**config.mk**
```make
export PLATFORM = sky130hd
export DESIGN_NAME = histogram_localization_filter_flat
export DESIGN_NICKNAME = d
export VERILOG_FILES = /design/src/rtl/core/hlf_pkg.sv /design/src/rtl/core/hlf_if.sv /design/src/rtl/core/histogram_localization_filter.sv /design/src/rtl/core/hlf_ctrl.sv /design/src/rtl/core/hlf_dp.sv /design/src/flat_wrapper.sv
export SDC_FILE = /design/constraint.sdc
export NUM_CORES = 2
export LEC_CHECK = 0
export BUFFER_PORTS_ARGS = -buffer_cell sky130_fd_sc_hd__buf_2
export CAP_MARGIN = 20
export CORE_MARGIN = 5
export CORE_UTILIZATION = 30
export DETAILED_ROUTE_END_ITERATION = 6
export GPL_TIMING_DRIVEN = 0
export PLACE_DENSITY = 0.47
export SETUP_SLACK_MARGIN = 0.4
export SYNTH_ARGS = -nofsm -noshare
export SYNTH_HDL_FRONTEND = slang
export SYNTH_HIERARCHICAL = 1
export SYNTH_SLANG_ARGS = --single-unit
```
**constraint.sdc**
```tcl
create_clock -name clk_i -period 22.8 [get_ports clk_i]
set_input_delay 2.28 -clock clk_i [delete_from_list [all_inputs] [get_ports clk_i]]
set_output_delay 2.28 -clock clk_i [all_outputs]
set_load 0.01 [all_outputs]
```
**src/rtl/core/hlf_pkg.sv**
```systemverilog
// ----------------------------------------------------------------------------
// hlf_pkg
// Shared types and constants of the histogram localisation filter.
// ----------------------------------------------------------------------------
package hlf_pkg;

  localparam int unsigned Cells      = 16;
  localparam int unsigned CellBits   = 4;
  localparam int unsigned ProbBits   = 16;
  localparam int unsigned SymBits    = 4;
  localparam int unsigned GainBits   = 16;
  localparam int unsigned WeightBits = ProbBits + GainBits;      // one product
  localparam int unsigned SumBits    = WeightBits + CellBits + 2; // sense sum / move acc
  localparam int unsigned QuotBits   = ProbBits + 2;             // quotient, enough to saturate
  localparam int unsigned AddrBits   = 3;

  localparam logic [ProbBits-1:0] ProbMax    = '1;
  localparam logic [ProbBits-1:0] BeliefInit = ProbBits'(4096);

  typedef enum logic [1:0] {
    CmdLoadMap    = 2'd0,
    CmdLoadBelief = 2'd1,
    CmdSense      = 2'd2,
    CmdMove       = 2'd3
  } cmd_e;

  typedef enum logic [AddrBits-1:0] {
    RegHit   = 3'd0,
    RegMiss  = 3'd1,
    RegExact = 3'd2,
    RegOver  = 3'd3,
    RegUnder = 3'd4
  } reg_e;

  typedef enum logic [3:0] {
    StIdle,
    StSenseW,     // weight one cell per cycle
    StSenseChk,
    StDivInit,
    StDivRun,     // restoring division, one bit per cycle
    StDivWr,
    StMoveE,      // exact tap
    StMoveO,      // overshoot tap
    StMoveU,      // undershoot tap
    StMoveWr,
    StCopy,       // new belief back into belief store
    StReport
  } state_e;

  typedef struct packed {
    logic clr_idx;
    logic inc_idx;
    logic sense_acc;
    logic div_init;
    logic div_step;
    logic div_wr;
    logic tap_e;
    logic tap_o;
    logic tap_u;
    logic move_wr;
    logic copy;
    logic set_status;
    logic clr_status;
    logic out_load;
  } ctrl_t;

  typedef struct packed {
    logic idx_last;
    logic sum_zero;
    logic div_done;
  } stat_t;

  typedef struct packed {
    logic [1:0]          command;
    logic [CellBits-1:0] cell_index;
    logic [SymBits-1:0]  symbol;
    logic [ProbBits-1:0] probability;
    logic signed [15:0]  shift;
  } in_item_t;

  typedef struct packed {
    logic [CellBits-1:0] out_index;
    logic [ProbBits-1:0] out_probability;
    logic                last;
    logic                status;
  } out_item_t;

endpackage

```
**src/rtl/core/hlf_if.sv**
```systemverilog
// ----------------------------------------------------------------------------
// hlf_in_if / hlf_out_if
// Valid/ready channels carrying input and result items.
// ----------------------------------------------------------------------------
interface hlf_in_if;
  logic              valid;
  logic              ready;
  hlf_pkg::in_item_t payload;
  modport source (output valid, output payload, input ready);
  modport sink (input valid, input payload, output ready);
endinterface

interface hlf_out_if;
  logic               valid;
  logic               ready;
  hlf_pkg::out_item_t payload;
  modport source (output valid, output payload, input ready);
  modport sink (input valid, input payload, output ready);
endinterface

```
**src/rtl/core/histogram_localization_filter.sv**
```systemverilog
// Load items are written when accepted and give no result.
// Sense: the 16 cells are weighted and the sum checked; unless it is zero, each cell runs
// through the serial divider (one quotient bit per cycle) and is copied back; then a report.
// Move: exact, overshoot and undershoot taps a cell through the shared multiplier and a write, then copy and report.
// Throughput: one request at a time, the next taken once the last result is loaded.
// Reset (asynchronous, active low): gains to defaults, belief 4096, map 0.
// ----------------------------------------------------------------------------
// histogram_localization_filter
// Cyclic discrete Bayes filter with APB gain registers.
// ----------------------------------------------------------------------------
module histogram_localization_filter (
  input  logic        clk_i,
  input  logic        rst_ni,
  hlf_in_if.sink      in_if,
  hlf_out_if.source   out_if,
  input  logic        psel,
  input  logic        penable,
  input  logic        pwrite,
  input  logic [hlf_pkg::AddrBits+1:0] paddr,
  input  logic [31:0] pwdata,
  output logic [31:0] prdata,
  output logic        pready
);

  logic [15:0] hit_q, miss_q, exact_q, over_q, under_q;
  logic        idle, in_acc, start_s, start_m, out_free, ovalid_q;
  logic [hlf_pkg::AddrBits-1:0] reg_a;
  hlf_pkg::ctrl_t ctrl;
  hlf_pkg::stat_t stat;
  hlf_pkg::out_item_t oitem;

  assign pready = 1'b1;
  assign reg_a  = paddr[hlf_pkg::AddrBits+1:2];

  always_ff @(posedge clk_i or negedge rst_ni) begin
    if (!rst_ni) begin
      hit_q   <= 16'd39322;
      miss_q  <= 16'd13107;
      exact_q <= 16'd52429;
      over_q  <= 16'd6554;
      under_q <= 16'd6554;
    end else if (psel && penable && pwrite && paddr[1:0] == 2'b00) begin
      unique case (reg_a)
        hlf_pkg::RegHit:   hit_q   <= pwdata[15:0];
        hlf_pkg::RegMiss:  miss_q  <= pwdata[15:0];
        hlf_pkg::RegExact: exact_q <= pwdata[15:0];
        hlf_pkg::RegOver:  over_q  <= pwdata[15:0];
        hlf_pkg::RegUnder: under_q <= pwdata[15:0];
        default: ;
      endcase
    end
  end

  always_comb begin
    unique case (reg_a)
      hlf_pkg::RegHit:   prdata = {16'd0, hit_q};
      hlf_pkg::RegMiss:  prdata = {16'd0, miss_q};
      hlf_pkg::RegExact: prdata = {16'd0, exact_q};
      hlf_pkg::RegOver:  prdata = {16'd0, over_q};
      hlf_pkg::RegUnder: prdata = {16'd0, under_q};
      default:           prdata = '0;
    endcase
  end

  assign in_if.ready = idle;
  assign in_acc  = in_if.valid && idle;
  assign start_s = in_acc && in_if.payload.command == hlf_pkg::CmdSense;
  assign start_m = in_acc && in_if.payload.command == hlf_pkg::CmdMove;
  assign out_free = !ovalid_q || out_if.ready;

  always_ff @(posedge clk_i or negedge rst_ni) begin
    if (!rst_ni) begin
      ovalid_q <= 1'b0;
    end else if (ctrl.out_load) begin
      ovalid_q <= 1'b1;
    end else if (out_if.ready) begin
      ovalid_q <= 1'b0;
    end
  end

  assign out_if.valid   = ovalid_q;
  assign out_if.payload = oitem;

  hlf_ctrl u_ctrl (
    .clk_i, .rst_ni,
    .start_sense_i(start_s), .start_move_i(start_m),
    .out_free_i(out_free), .stat_i(stat), .ctrl_o(ctrl), .idle_o(idle)
  );

  hlf_dp u_dp (
    .clk_i, .rst_ni, .ctrl_i(ctrl), .stat_o(stat),
    .load_map_i(in_acc && in_if.payload.command == hlf_pkg::CmdLoadMap),
    .load_bel_i(in_acc && in_if.payload.command == hlf_pkg::CmdLoadBelief),
    .latch_i(start_s || start_m), .item_i(in_if.payload),
    .hit_i(hit_q), .miss_i(miss_q), .exact_i(exact_q), .over_i(over_q),
    .under_i(under_q), .out_o(oitem)
  );

  a_busy: assert property (@(posedge clk_i) disable iff (!rst_ni)
    !idle |-> !in_if.ready) else $error("input taken while busy");
  a_out: assert property (@(posedge clk_i) disable iff (!rst_ni)
    ctrl.out_load |=> out_if.valid) else $error("result not presented");
  a_hold: assert property (@(posedge clk_i) disable iff (!rst_ni)
    out_if.valid && !out_if.ready |=> out_if.valid) else $error("result dropped");

endmodule

```
**src/rtl/core/hlf_ctrl.sv**
```systemverilog
// ----------------------------------------------------------------------------
// hlf_ctrl
// Sequencer for the sense, move and report passes.
// ----------------------------------------------------------------------------
module hlf_ctrl (
  input  logic           clk_i,
  input  logic           rst_ni,
  input  logic           start_sense_i,
  input  logic           start_move_i,
  input  logic           out_free_i,
  input  hlf_pkg::stat_t stat_i,
  output hlf_pkg::ctrl_t ctrl_o,
  output logic           idle_o
);

  hlf_pkg::state_e state_q, state_d;

  always_ff @(posedge clk_i or negedge rst_ni) begin
    if (!rst_ni) begin
      state_q <= hlf_pkg::StIdle;
    end else begin
      state_q <= state_d;
    end
  end

  always_comb begin
    state_d = state_q;
    unique case (state_q)
      hlf_pkg::StIdle: begin
        if (start_sense_i) begin
          state_d = hlf_pkg::StSenseW;
        end else if (start_move_i) begin
          state_d = hlf_pkg::StMoveE;
        end
      end
      hlf_pkg::StSenseW:   if (stat_i.idx_last) state_d = hlf_pkg::StSenseChk;
      hlf_pkg::StSenseChk: state_d = stat_i.sum_zero ? hlf_pkg::StReport : hlf_pkg::StDivInit;
      hlf_pkg::StDivInit:  state_d = hlf_pkg::StDivRun;
      hlf_pkg::StDivRun:   if (stat_i.div_done) state_d = hlf_pkg::StDivWr;
      hlf_pkg::StDivWr:    state_d = stat_i.idx_last ? hlf_pkg::StCopy : hlf_pkg::StDivInit;
      hlf_pkg::StMoveE:    state_d = hlf_pkg::StMoveO;
      hlf_pkg::StMoveO:    state_d = hlf_pkg::StMoveU;
      hlf_pkg::StMoveU:    state_d = hlf_pkg::StMoveWr;
      hlf_pkg::StMoveWr:   state_d = stat_i.idx_last ? hlf_pkg::StCopy : hlf_pkg::StMoveE;
      hlf_pkg::StCopy:     if (stat_i.idx_last) state_d = hlf_pkg::StReport;
      hlf_pkg::StReport: begin
        if (out_free_i && stat_i.idx_last) state_d = hlf_pkg::StIdle;
      end
      default: state_d = hlf_pkg::StIdle;
    endcase
  end

  always_comb begin
    ctrl_o = '0;
    unique case (state_q)
      hlf_pkg::StIdle: begin
        ctrl_o.clr_idx = 1'b1;
        ctrl_o.clr_status = start_sense_i | start_move_i;
      end
      hlf_pkg::StSenseW: begin
        ctrl_o.sense_acc = 1'b1;
        ctrl_o.inc_idx = 1'b1;
      end
      hlf_pkg::StSenseChk: begin
        ctrl_o.clr_idx = 1'b1;
        ctrl_o.set_status = stat_i.sum_zero;
      end
      hlf_pkg::StDivInit: ctrl_o.div_init = 1'b1;
      hlf_pkg::StDivRun:  ctrl_o.div_step = 1'b1;
      hlf_pkg::StDivWr: begin
        ctrl_o.div_wr = 1'b1;
        ctrl_o.inc_idx = 1'b1;
      end
      hlf_pkg::StMoveE: ctrl_o.tap_e = 1'b1;
      hlf_pkg::StMoveO: ctrl_o.tap_o = 1'b1;
      hlf_pkg::StMoveU: ctrl_o.tap_u = 1'b1;
      hlf_pkg::StMoveWr: begin
        ctrl_o.move_wr = 1'b1;
        ctrl_o.inc_idx = 1'b1;
      end
      hlf_pkg::StCopy: begin
        ctrl_o.copy = 1'b1;
        ctrl_o.inc_idx = 1'b1;
      end
      hlf_pkg::StReport: begin
        ctrl_o.out_load = out_free_i;
        ctrl_o.inc_idx = out_free_i;
      end
      default: ;
    endcase
  end

  assign idle_o = (state_q == hlf_pkg::StIdle);

endmodule

```
**src/rtl/core/hlf_dp.sv**
```systemverilog
// ----------------------------------------------------------------------------
// hlf_dp
// Belief, map and scratch stores, multiplier, accumulator and serial divider.
// ----------------------------------------------------------------------------
module hlf_dp (
  input  logic                                clk_i,
  input  logic                                rst_ni,
  input  hlf_pkg::ctrl_t                      ctrl_i,
  output hlf_pkg::stat_t                      stat_o,
  input  logic                                load_map_i,
  input  logic                                load_bel_i,
  input  logic                                latch_i,
  input  hlf_pkg::in_item_t                   item_i,
  input  logic [hlf_pkg::GainBits-1:0]        hit_i,
  input  logic [hlf_pkg::GainBits-1:0]        miss_i,
  input  logic [hlf_pkg::GainBits-1:0]        exact_i,
  input  logic [hlf_pkg::GainBits-1:0]        over_i,
  input  logic [hlf_pkg::GainBits-1:0]        under_i,
  output hlf_pkg::out_item_t                  out_o
);

  localparam int unsigned CB = hlf_pkg::CellBits;
  localparam int unsigned PB = hlf_pkg::ProbBits;
  localparam int unsigned SB = hlf_pkg::SumBits;
  localparam int unsigned WB = hlf_pkg::WeightBits;
  localparam int unsigned QB = hlf_pkg::QuotBits;
  // w * 2^PB + sum/2 can carry into one bit above the product
  localparam int unsigned DivSteps = WB + PB + 1;

  // belief and map are small register files, reset to their initial values
  logic [PB-1:0]                  belief_q [hlf_pkg::Cells];
  logic [hlf_pkg::SymBits-1:0]    map_q    [hlf_pkg::Cells];
  logic [WB-1:0]                  scratch_q [hlf_pkg::Cells];
  logic [PB-1:0]                  newb_q   [hlf_pkg::Cells];

  logic [CB-1:0]                  idx_q;
  logic [hlf_pkg::SymBits-1:0]    sym_q;
  logic [CB-1:0]                  shift_q;
  logic [SB-1:0]                  acc_q;
  logic [SB-1:0]                  sum_q;
  logic                           status_q;
  logic [SB:0]                    rem_q;
  logic [DivSteps-1:0]            dvd_q;
  logic [QB-1:0]                  quo_q;
  logic [$clog2(DivSteps+1)-1:0]  cnt_q;

  logic [CB-1:0]                  rd_idx;
  logic [PB-1:0]                  mul_b;
  logic [hlf_pkg::GainBits-1:0]   mul_g;
  logic [WB-1:0]                  prod;
  logic [SB:0]                    rem_sh;
  logic [SB-1:0]                  acc_rnd;
  logic [SB-1:0]                  mv_val;
  logic [SB-1:0]                  q_rnd;

  // tap address: i - u, minus one for overshoot, plus one for undershoot
  always_comb begin
    rd_idx = idx_q - shift_q;
    mul_g  = exact_i;
    if (ctrl_i.tap_o) begin
      rd_idx = idx_q - shift_q - CB'(1);
      mul_g  = over_i;
    end else if (ctrl_i.tap_u) begin
      rd_idx = idx_q - shift_q + CB'(1);
      mul_g  = under_i;
    end else if (ctrl_i.sense_acc) begin
      rd_idx = idx_q;
      mul_g  = (map_q[idx_q] == sym_q) ? hit_i : miss_i;
    end
    mul_b = belief_q[rd_idx];
    prod  = WB'(mul_b) * WB'(mul_g);
  end

  assign rem_sh  = {rem_q[SB-1:0], dvd_q[DivSteps-1]};
  assign acc_rnd = acc_q + SB'(1 << (hlf_pkg::GainBits - 1));
  assign mv_val  = acc_rnd >> hlf_pkg::GainBits;
  assign q_rnd   = SB'(quo_q);

  always_ff @(posedge clk_i or negedge rst_ni) begin
    if (!rst_ni) begin
      idx_q    <= '0;
      status_q <= 1'b0;
      cnt_q    <= '0;
      for (int i = 0; i < hlf_pkg::Cells; i++) begin
        belief_q[i] <= hlf_pkg::BeliefInit;
        map_q[i]    <= '0;
      end
    end else begin
      if (load_map_i) map_q[item_i.cell_index] <= item_i.symbol;
      if (load_bel_i) belief_q[item_i.cell_index] <= item_i.probability;
      if (ctrl_i.clr_idx) begin
        idx_q <= '0;
      end else if (ctrl_i.inc_idx) begin
        idx_q <= idx_q + CB'(1);
      end
      if (ctrl_i.clr_status) status_q <= 1'b0;
      if (ctrl_i.set_status) status_q <= 1'b1;
      if (ctrl_i.div_init) begin
        cnt_q <= '0;
      end else if (ctrl_i.div_step) begin
        cnt_q <= cnt_q + ($bits(cnt_q))'(1);
      end
      if (ctrl_i.copy) belief_q[idx_q] <= newb_q[idx_q];
    end
  end

  // payload, accumulator, divider and output registers
  always_ff @(posedge clk_i) begin
    if (latch_i) begin
      sym_q   <= item_i.symbol;
      shift_q <= item_i.shift[CB-1:0]; // true modulo of a power-of-two count
      acc_q   <= '0;
    end
    if (ctrl_i.sense_acc) begin
      scratch_q[idx_q] <= prod;
      acc_q            <= acc_q + SB'(prod);
    end
    if (ctrl_i.tap_e) acc_q <= SB'(prod);
    if (ctrl_i.tap_o || ctrl_i.tap_u) acc_q <= acc_q + SB'(prod);
    if (ctrl_i.move_wr) begin
      newb_q[idx_q] <= (mv_val > SB'(hlf_pkg::ProbMax)) ? hlf_pkg::ProbMax : mv_val[PB-1:0];
    end
    if (ctrl_i.set_status || ctrl_i.clr_idx) sum_q <= acc_q;
    // dividend = w * 2^PB + sum/2; run as restoring division
    if (ctrl_i.div_init) begin
      dvd_q <= {1'b0, scratch_q[idx_q], PB'(0)} + DivSteps'(sum_q >> 1);
      rem_q <= '0;
      quo_q <= '0;
    end else if (ctrl_i.div_step) begin
      dvd_q <= {dvd_q[DivSteps-2:0], 1'b0};
      if (rem_sh >= {1'b0, sum_q}) begin
        rem_q <= rem_sh - {1'b0, sum_q};
        quo_q <= quo_q[QB-1] ? '1 : {quo_q[QB-2:0], 1'b1};
      end else begin
        rem_q <= rem_sh;
        quo_q <= quo_q[QB-1] ? '1 : {quo_q[QB-2:0], 1'b0};
      end
    end
    if (ctrl_i.div_wr) begin
      newb_q[idx_q] <= (q_rnd > SB'(hlf_pkg::ProbMax)) ? hlf_pkg::ProbMax : quo_q[PB-1:0];
    end
    if (ctrl_i.out_load) begin
      out_o.out_index       <= idx_q;
      out_o.out_probability <= belief_q[idx_q];
      out_o.last            <= (idx_q == CB'(hlf_pkg::Cells - 1));
      out_o.status          <= status_q;
    end
  end

  assign stat_o.idx_last = (idx_q == CB'(hlf_pkg::Cells - 1));
  assign stat_o.sum_zero = (acc_q == '0);
  // the step taken in the done cycle is the last quotient bit
  assign stat_o.div_done = (cnt_q == ($bits(cnt_q))'(DivSteps - 1));

endmodule

```
**src/flat_wrapper.sv**
```systemverilog
// flat-port wrapper written by rule: the top's interface ports become plain ports
module histogram_localization_filter_flat 
  (clk_i, rst_ni, psel, penable, pwrite, paddr, pwdata, prdata, pready, in_if_valid, in_if_payload, in_if_ready, out_if_valid, out_if_payload, out_if_ready);
  hlf_in_if in_if_i ();
  hlf_out_if out_if_i ();
  input  logic clk_i;
  input  logic rst_ni;
  input  logic psel;
  input  logic penable;
  input  logic pwrite;
  input  logic [hlf_pkg::AddrBits+1:0] paddr;
  input  logic [31:0] pwdata;
  output logic [31:0] prdata;
  output logic pready;
  input wire logic [$bits(in_if_i.valid)-1:0] in_if_valid;
  input wire logic [$bits(in_if_i.payload)-1:0] in_if_payload;
  output wire logic [$bits(in_if_i.ready)-1:0] in_if_ready;
  output wire logic [$bits(out_if_i.valid)-1:0] out_if_valid;
  output wire logic [$bits(out_if_i.payload)-1:0] out_if_payload;
  input wire logic [$bits(out_if_i.ready)-1:0] out_if_ready;
  assign in_if_i.valid = in_if_valid;
  assign in_if_i.payload = in_if_payload;
  assign in_if_ready = in_if_i.ready;
  assign out_if_valid = out_if_i.valid;
  assign out_if_payload = out_if_i.payload;
  assign out_if_i.ready = out_if_ready;
  histogram_localization_filter u_core (.clk_i(clk_i), .rst_ni(rst_ni), .in_if(in_if_i), .out_if(out_if_i), .psel(psel), .penable(penable), .pwrite(pwrite), .paddr(paddr), .pwdata(pwdata), .prdata(prdata), .pready(pready));
endmodule
```
* Word level (Yosys, flattened, before mapping)
Memory sizes are Yosys's and may differ from the RTL's.
Cells that the tools add are included.
** Word-level totals
- Flip-flop bits (word level) :: 627
- Bits in writable memories :: 768
- Bits of input ports :: 86
- Logic and storage cells :: 217
- Memories :: 2
** Cells by class
- Muxes and demuxes :: 79
- Add/subtract/negate cells :: 9
- Bitwise operators :: 5
- Reduce and logical (&&, ||, !) cells :: 34
- $lt $le $gt $ge :: 8
- Multiply operators :: 1
- Equal/unequal tests :: 26
** Memories
- u_core.u_dp.scratch_q :: depth 16, width 32, read ports 1, clocked after Yosys merged registers in 0, write ports 1, RTL line hlf_dp.sv:33 : logic [WB-1:0] scratch_q [hlf_pkg::Cells];
- u_core.u_dp.newb_q :: depth 16, width 16, read ports 1, clocked after Yosys merged registers in 0, write ports 1, RTL line hlf_dp.sv:34 : logic [PB-1:0] newb_q [hlf_pkg::Cells];
** Operator list (count)
- $bwmux 256 :: 2
- $mux 256 :: 2
- $mux 16 :: 13
- $mux 38 :: 5
- $bmux 16 s4 :: 2
- $demux 16 s4 :: 2
- $mux 49 :: 2
- $pmux 16 s5 :: 1
- $mux 4 :: 17
- $bwmux 64 :: 1
- $mux 18 :: 3
- $add 48x37->49 :: 1
- $pmux 4 s12 :: 1
- $ge 39x38->1 :: 1
- $add 38x16->38 const B :: 1
- $add 38x32->38 :: 1
- $logic_not 38->1 :: 1
- $sub 38x38->38 :: 1
- $mul 16x16->32 :: 1
- $mux 1 :: 23
- $gt 22x16->1 const B :: 1
- $eq 4x4->1 const B :: 5
- $gt 18x16->1 const B :: 1
- $bmux 4 s4 :: 1
- 36 further kinds :: 73

* Logic depth before layout (Yosys ltp)
- Depth in word-level cells :: 14
- Gate-level depth with buffers :: 57
- Depth with buffers taken out :: 45

* Hierarchy
The synthesis kept the hierarchy.
** Modules (own cells, without submodules)
- hlf_dp :: instances 1, seq. area each 37140.6 um^2, cells an instance 5576, area each 71816.4 um^2
- histogram_localization_filter :: instances 1, seq. area each 2075.7 um^2, cells an instance 284, area each 4001.3 um^2
- hlf_ctrl :: instances 1, seq. area each 100.1 um^2, cells an instance 71, area each 478.0 um^2

* Least setup slack after synthesis
No wires, ideal clock.
- Path type :: register to register
- Start point :: reg u_core.u_dp.idx_q[0]
- End point :: reg u_core.u_dp.acc_q[33] (data pin)
- Setup time :: 0.268 ns
- Buffers on the path :: 14
- Path slack :: 10.269 ns
- Cell stages (with the launch flop) :: 54
- Period minus slack after synthesis :: 12.531 ns
- Arrival time :: 12.263 ns
- Path through :: dfrtp_1 buf_6 buf_4 buf_4 buf_6 buf_6 buf_6 buf_6 buf_2 buf_2 inv_1 ha_1 inv_1 fa_1 ha_1 xor2_1 nand2_1 o21ai_0 [18 not listed] nand2_1 o211a_1 nor4_1 a21oi_1 a311o_1 nand2b_1 a31oi_1 xnor2_1 ha_1 clkbuf_1 o21a_1 o22ai_1 nand3b_1 o211ai_1 nor2_1 nor4_1 or3_1 a21oi_1
** On the way
- Word-level cells in the longest chain between the ends :: 14
- Elaborated cells between the ends (all ways) :: 24
- Classes of those cells :: 4 x add/sub; 1 x mul; 1 x eq/ne; 16 x mux; 2 x bitwise
** RTL lines
- start: declaration :: RTL line hlf_dp.sv:36 : logic [CB-1:0] idx_q;
- start signal: assignment :: RTL line hlf_dp.sv:94 : idx_q <= idx_q + CB'(1);
- parallel branches: the longest is 9 deep, another holds $sub 4x4->4
- $mul 16x16->32 (*) :: RTL line hlf_dp.sv:71 : prod = WB'(mul_b) * WB'(mul_g);
- via u_core.u_dp.prod[24] :: RTL line hlf_dp.sv:50 : logic [WB-1:0] prod;
- $add 38x32->38 (*) :: RTL line hlf_dp.sv:116, hlf_dp.sv:119
- $mux 38 :: RTL line hlf_dp.sv:114 : if (ctrl_i.sense_acc) begin
- $mux 38 :: RTL line hlf_dp.sv:118 : if (ctrl_i.tap_e) acc_q <= SB'(prod);
- $mux 38 (*) :: RTL line hlf_dp.sv:119 : if (ctrl_i.tap_o || ctrl_i.tap_u) acc_q <= acc_q + SB'(prod);
- end signal: assignment :: RTL line hlf_dp.sv:116 : acc_q <= acc_q + SB'(prod);
- end signal: assignment :: RTL line hlf_dp.sv:118
- end signal: assignment :: RTL line hlf_dp.sv:119
- end: declaration :: RTL line hlf_dp.sv:39 : logic [SB-1:0] acc_q;
Mark *: on every way through the listed nets, which the timed path passes. The select of a mux whose other input is x is not followed.
A chain may end at the register's enable or synchronous reset.

* Worst setup path in the final report
- Start point :: reg u_core.u_dp.idx_q[0]
- End point :: reg u_core.u_dp.acc_q[37] (data pin)
Same word-level chain as after synthesis.

==> key figures <==
STA
  – Final hold violation count: 0
  – Tcrit/Tclk final: between 70% and 80%
  – RSZ-0062 raised after global routing: no
  – Slew Limit Fails: 0
  – Tmin final: ~18 ns
  – Final setup vio count: 0
  – Layout Skew: between 0.05 and 0.06 ns
  – Slew headroom: 15.7%
  – Max Fclk: around 0.055 GHz
  – TNS Setup: 0 ns
  – Worst slew pin tran: between 1 and 1.5 ns

Routing
  – Routed vias/inst: about 5.3
  – DR vias: approximately 52,000
  – Drt wl/cell: between 20 and 30 um
  – Initial DRC Count: around 5,000
  – Final wirelength: roughly 270,000 um
  – Routed Antenna Nets: 0
  – # DRC: 0
  – TritonRoute pass-1 iters: 5

Yosys
  – Commonest cells in the netlist: edfxtp_1, nor2_1, nand2_1
  – Post-synth cell types: 98
  – Avg Cell Area, Syn: 12.9 um2
  – Top post-synthesis cells by area: edfxtp_1, dfrtp_1, mux4_2
  – Cells after Synth: just under 6,000
  – FF+latch count, synth: ~1,400
  – Most numerous cell in the Yosys netlist: edfxtp_1
  – Post-synthesis sequential area ratio: roughly half
  – Syn. warnings: 6
  – Synth area leader: edfxtp_1
  – Mapped Area: 0.0763 mm2
  – Yosys top cell area share: between 30% and 40%
  – Asr flop ratio synth: 29.8%
  – Post-synth EDFFs: 923
  – Synth Flop Type: edfxtp_1

Setup path
  – Critical-path maximum fanout: 19
  – WP data required: approximately 23 ns
  – WP data arrival: 18.66 ns
  – Cell repeated most along the worst path: fa_1
  – Endpoint of the worst-slack reg-to-reg timing path: u_core/u_dp/acc_q[37]
  – Crit-path slowest cell: a31oi_1
  – Worst Reg-to-Reg Cells: 54
  – Reg2reg setup slack: between 4 and 5 ns
  – Kind of critical path: reg2reg
  – Critical path startpoint: u_core/u_dp/idx_q[0]
  – Crit path largest cell delay: about 1.0 ns
  – Crit. End Element: flop
  – CP startpoint kind: flop
  – Critical R2R Launch: u_core/u_dp/idx_q[0]

Place
  – Final Wtd Congestion: between 0.9 and 1
  – IO buf count: 95
  – Dpl hpwl: 197,000 um

Floorplanning
  – CORE AREA: 0.254 mm2
  – Die width: 514 um
  – # rows: 185
  – Die H: between 500 and 600 um
  – Die footprint: approximately 0.26 mm2
  – Starting Density: 30.1%
  – Boundary Pins: 143

Final layout
  – Filler cell count: between 20,000 and 30,000
  – Layout area overhead: 15.9%
  – Layout Nets: slightly below 7,000
  – Layout cell share with drive strength beyond 1: a little over 20%

Clock network
  – Max H-tree Level: 4
  – Num CTS Buffers: between 150 and 200
  – Clk sink count: between 1,000 and 1,500
  – Gates resized, CTS repair: 0
  – Setup bufs post-CTS: 0
  – Clock transition at the registers of the reported paths: around 0.060 ns
  – Longest Clk Path Bufs: 3
  – CTS Hold Bufs: 0
  – CTS tree: built
  – Root Driver: clkbuf_16
  – Clk Latency, worst-skew pair: about 0.84 ns

Global route
  – Largest net degree at the start of global routing: roughly 110
  – Initial antenna violation count: 10
  – Gr busiest metal: met2
  – Met3 GRT Util: 2.98%
  – Grt total ovfl: 0
  – Met2 track demand over resource: a little under a third
  – Met1 GRT Util: about 27%
  – Global-route wire length before repair: 382,000 um
  – GRT Util Overall: 19.7%
  – Number of global-route vias before repair: about 53,000

Job
  – Max_cap viols: 0

Min path
  – Hold Path End: u_core/u_dp/out_o[21]
  – HP Class: reg2reg
  – Min-delay src: u_core/u_dp/idx_q[3]
  – Hold depth: 0

Status
  – Status: complete, no violations
==> cells by family after synthesis <==
| group | share of synthesized area [%] |
|---|---|
| DFF | 51.5 |
| xor gates and xnor gates | 1.55 |
| muxes | 17.3 |
| buffers and inverters | 3.97 |
| other | 0.00984 |
| AOI/OAI and AO/OA | 8.44 |
| adders and majority gates | 8.62 |
| and+or+nand+nor | 8.57 |
==> registers in the layout, summed over array words and instances, names as in the netlist, 18 cells and up <==
name	count
u_core/u_dp/acc_q	38
u_core/u_dp/belief_q	256
u_core/u_dp/dvd_q	49
u_core/u_dp/map_q	64
u_core/u_dp/newb_q	256
u_core/u_dp/out_o	22
u_core/u_dp/quo_q	18
u_core/u_dp/rem_q	38
u_core/u_dp/scratch_q	512
u_core/u_dp/sum_q	38
==> worst max-delay path by stage <==
| stage | endpoint | slack, ns | cells past startpoint |
|---|---|---|---|
| floorplan | u_core/u_dp/acc_q[33] | 10.27 | 53 |
| global placement | u_core/u_dp/acc_q[35] | 4.41 | 50 |
| detailed placement | u_core/u_dp/acc_q[35] | 4.86 | 53 |
| CTS | u_core/u_dp/acc_q[35] | 4.80 | 53 |
| global route | u_core/u_dp/acc_q[35] | 3.77 | 54 |
| finish | u_core/u_dp/acc_q[37] | 4.69 | 54 |
==> cell type report <==
class	count	area (um2)	share of cell area, %
multi-input combinational	3846	34300	38.8
buffer	383	1820	2.06
clock buffer	211	4370	4.94
sequential	1395	39300	44.5
antenna	7	17.5	0.0198
tap	3366	4210	4.76
clock inverter	81	1000	1.14
inverter	322	1210	1.37
timing repair buffer	206	2180	2.46
==> worst max-delay path: cells and delay by family (launching register included) <==
kind / cells / cell delay [ns]
buffers and inverters: 19 / 5.85
adder cells (fa/ha/maj): 11 / 4.75
AND/OR/NAND/NOR: 9 / 2.04
flip-flops: 1 / 0.52
AO/OA/AOI/OAI: 14 / 4.32
XOR/XNOR: 1 / 0.16
==> routing by layer <==
metal / share of wire, % / vias up
met3: 5.8 / 454
met4: 4.0 / 4
met1: 43 / 27512
met5: 0.013 / -
li1: - / 22680
met2: 47 / 1832
==> through the flow <==
step | hold WS [ns] | cell area (um2) | cells | worst slack (ns) | util, %
finish | 0.441 | 88400 | 9817 | 4.69 | 34.9
global route | 0.451 | 88400 | 9811 | 3.77 | 34.9
CTS | 0.431 | 88200 | 9791 | 4.80 | 34.8
detailed placement | 0.429 | 82900 | 9499 | 4.86 | 32.7
global placement | 0.430 | 81000 | 9407 | 4.41 | 31.9
floorplan | 0.420 | 76400 | 5946 | 10.27 | -
==> layout by cell type, fill, tap and decap left out, types with 181 or more instances in the layout <==
cell and count:
o21ai_0 181, mux4_2 340, buf_2 201, clkbuf_1 243, dfrtp_1 361, mux2_2 193
inv_1 319, nand2_1 437, ha_1 209, nor2_1 488, fa_1 198, mux2i_1 318
a21oi_1 322, edfxtp_1 923
Power is left out: the tool's default activity adds up to more than one toggle a clock period on the data nets, which glitch-free logic cannot reach.
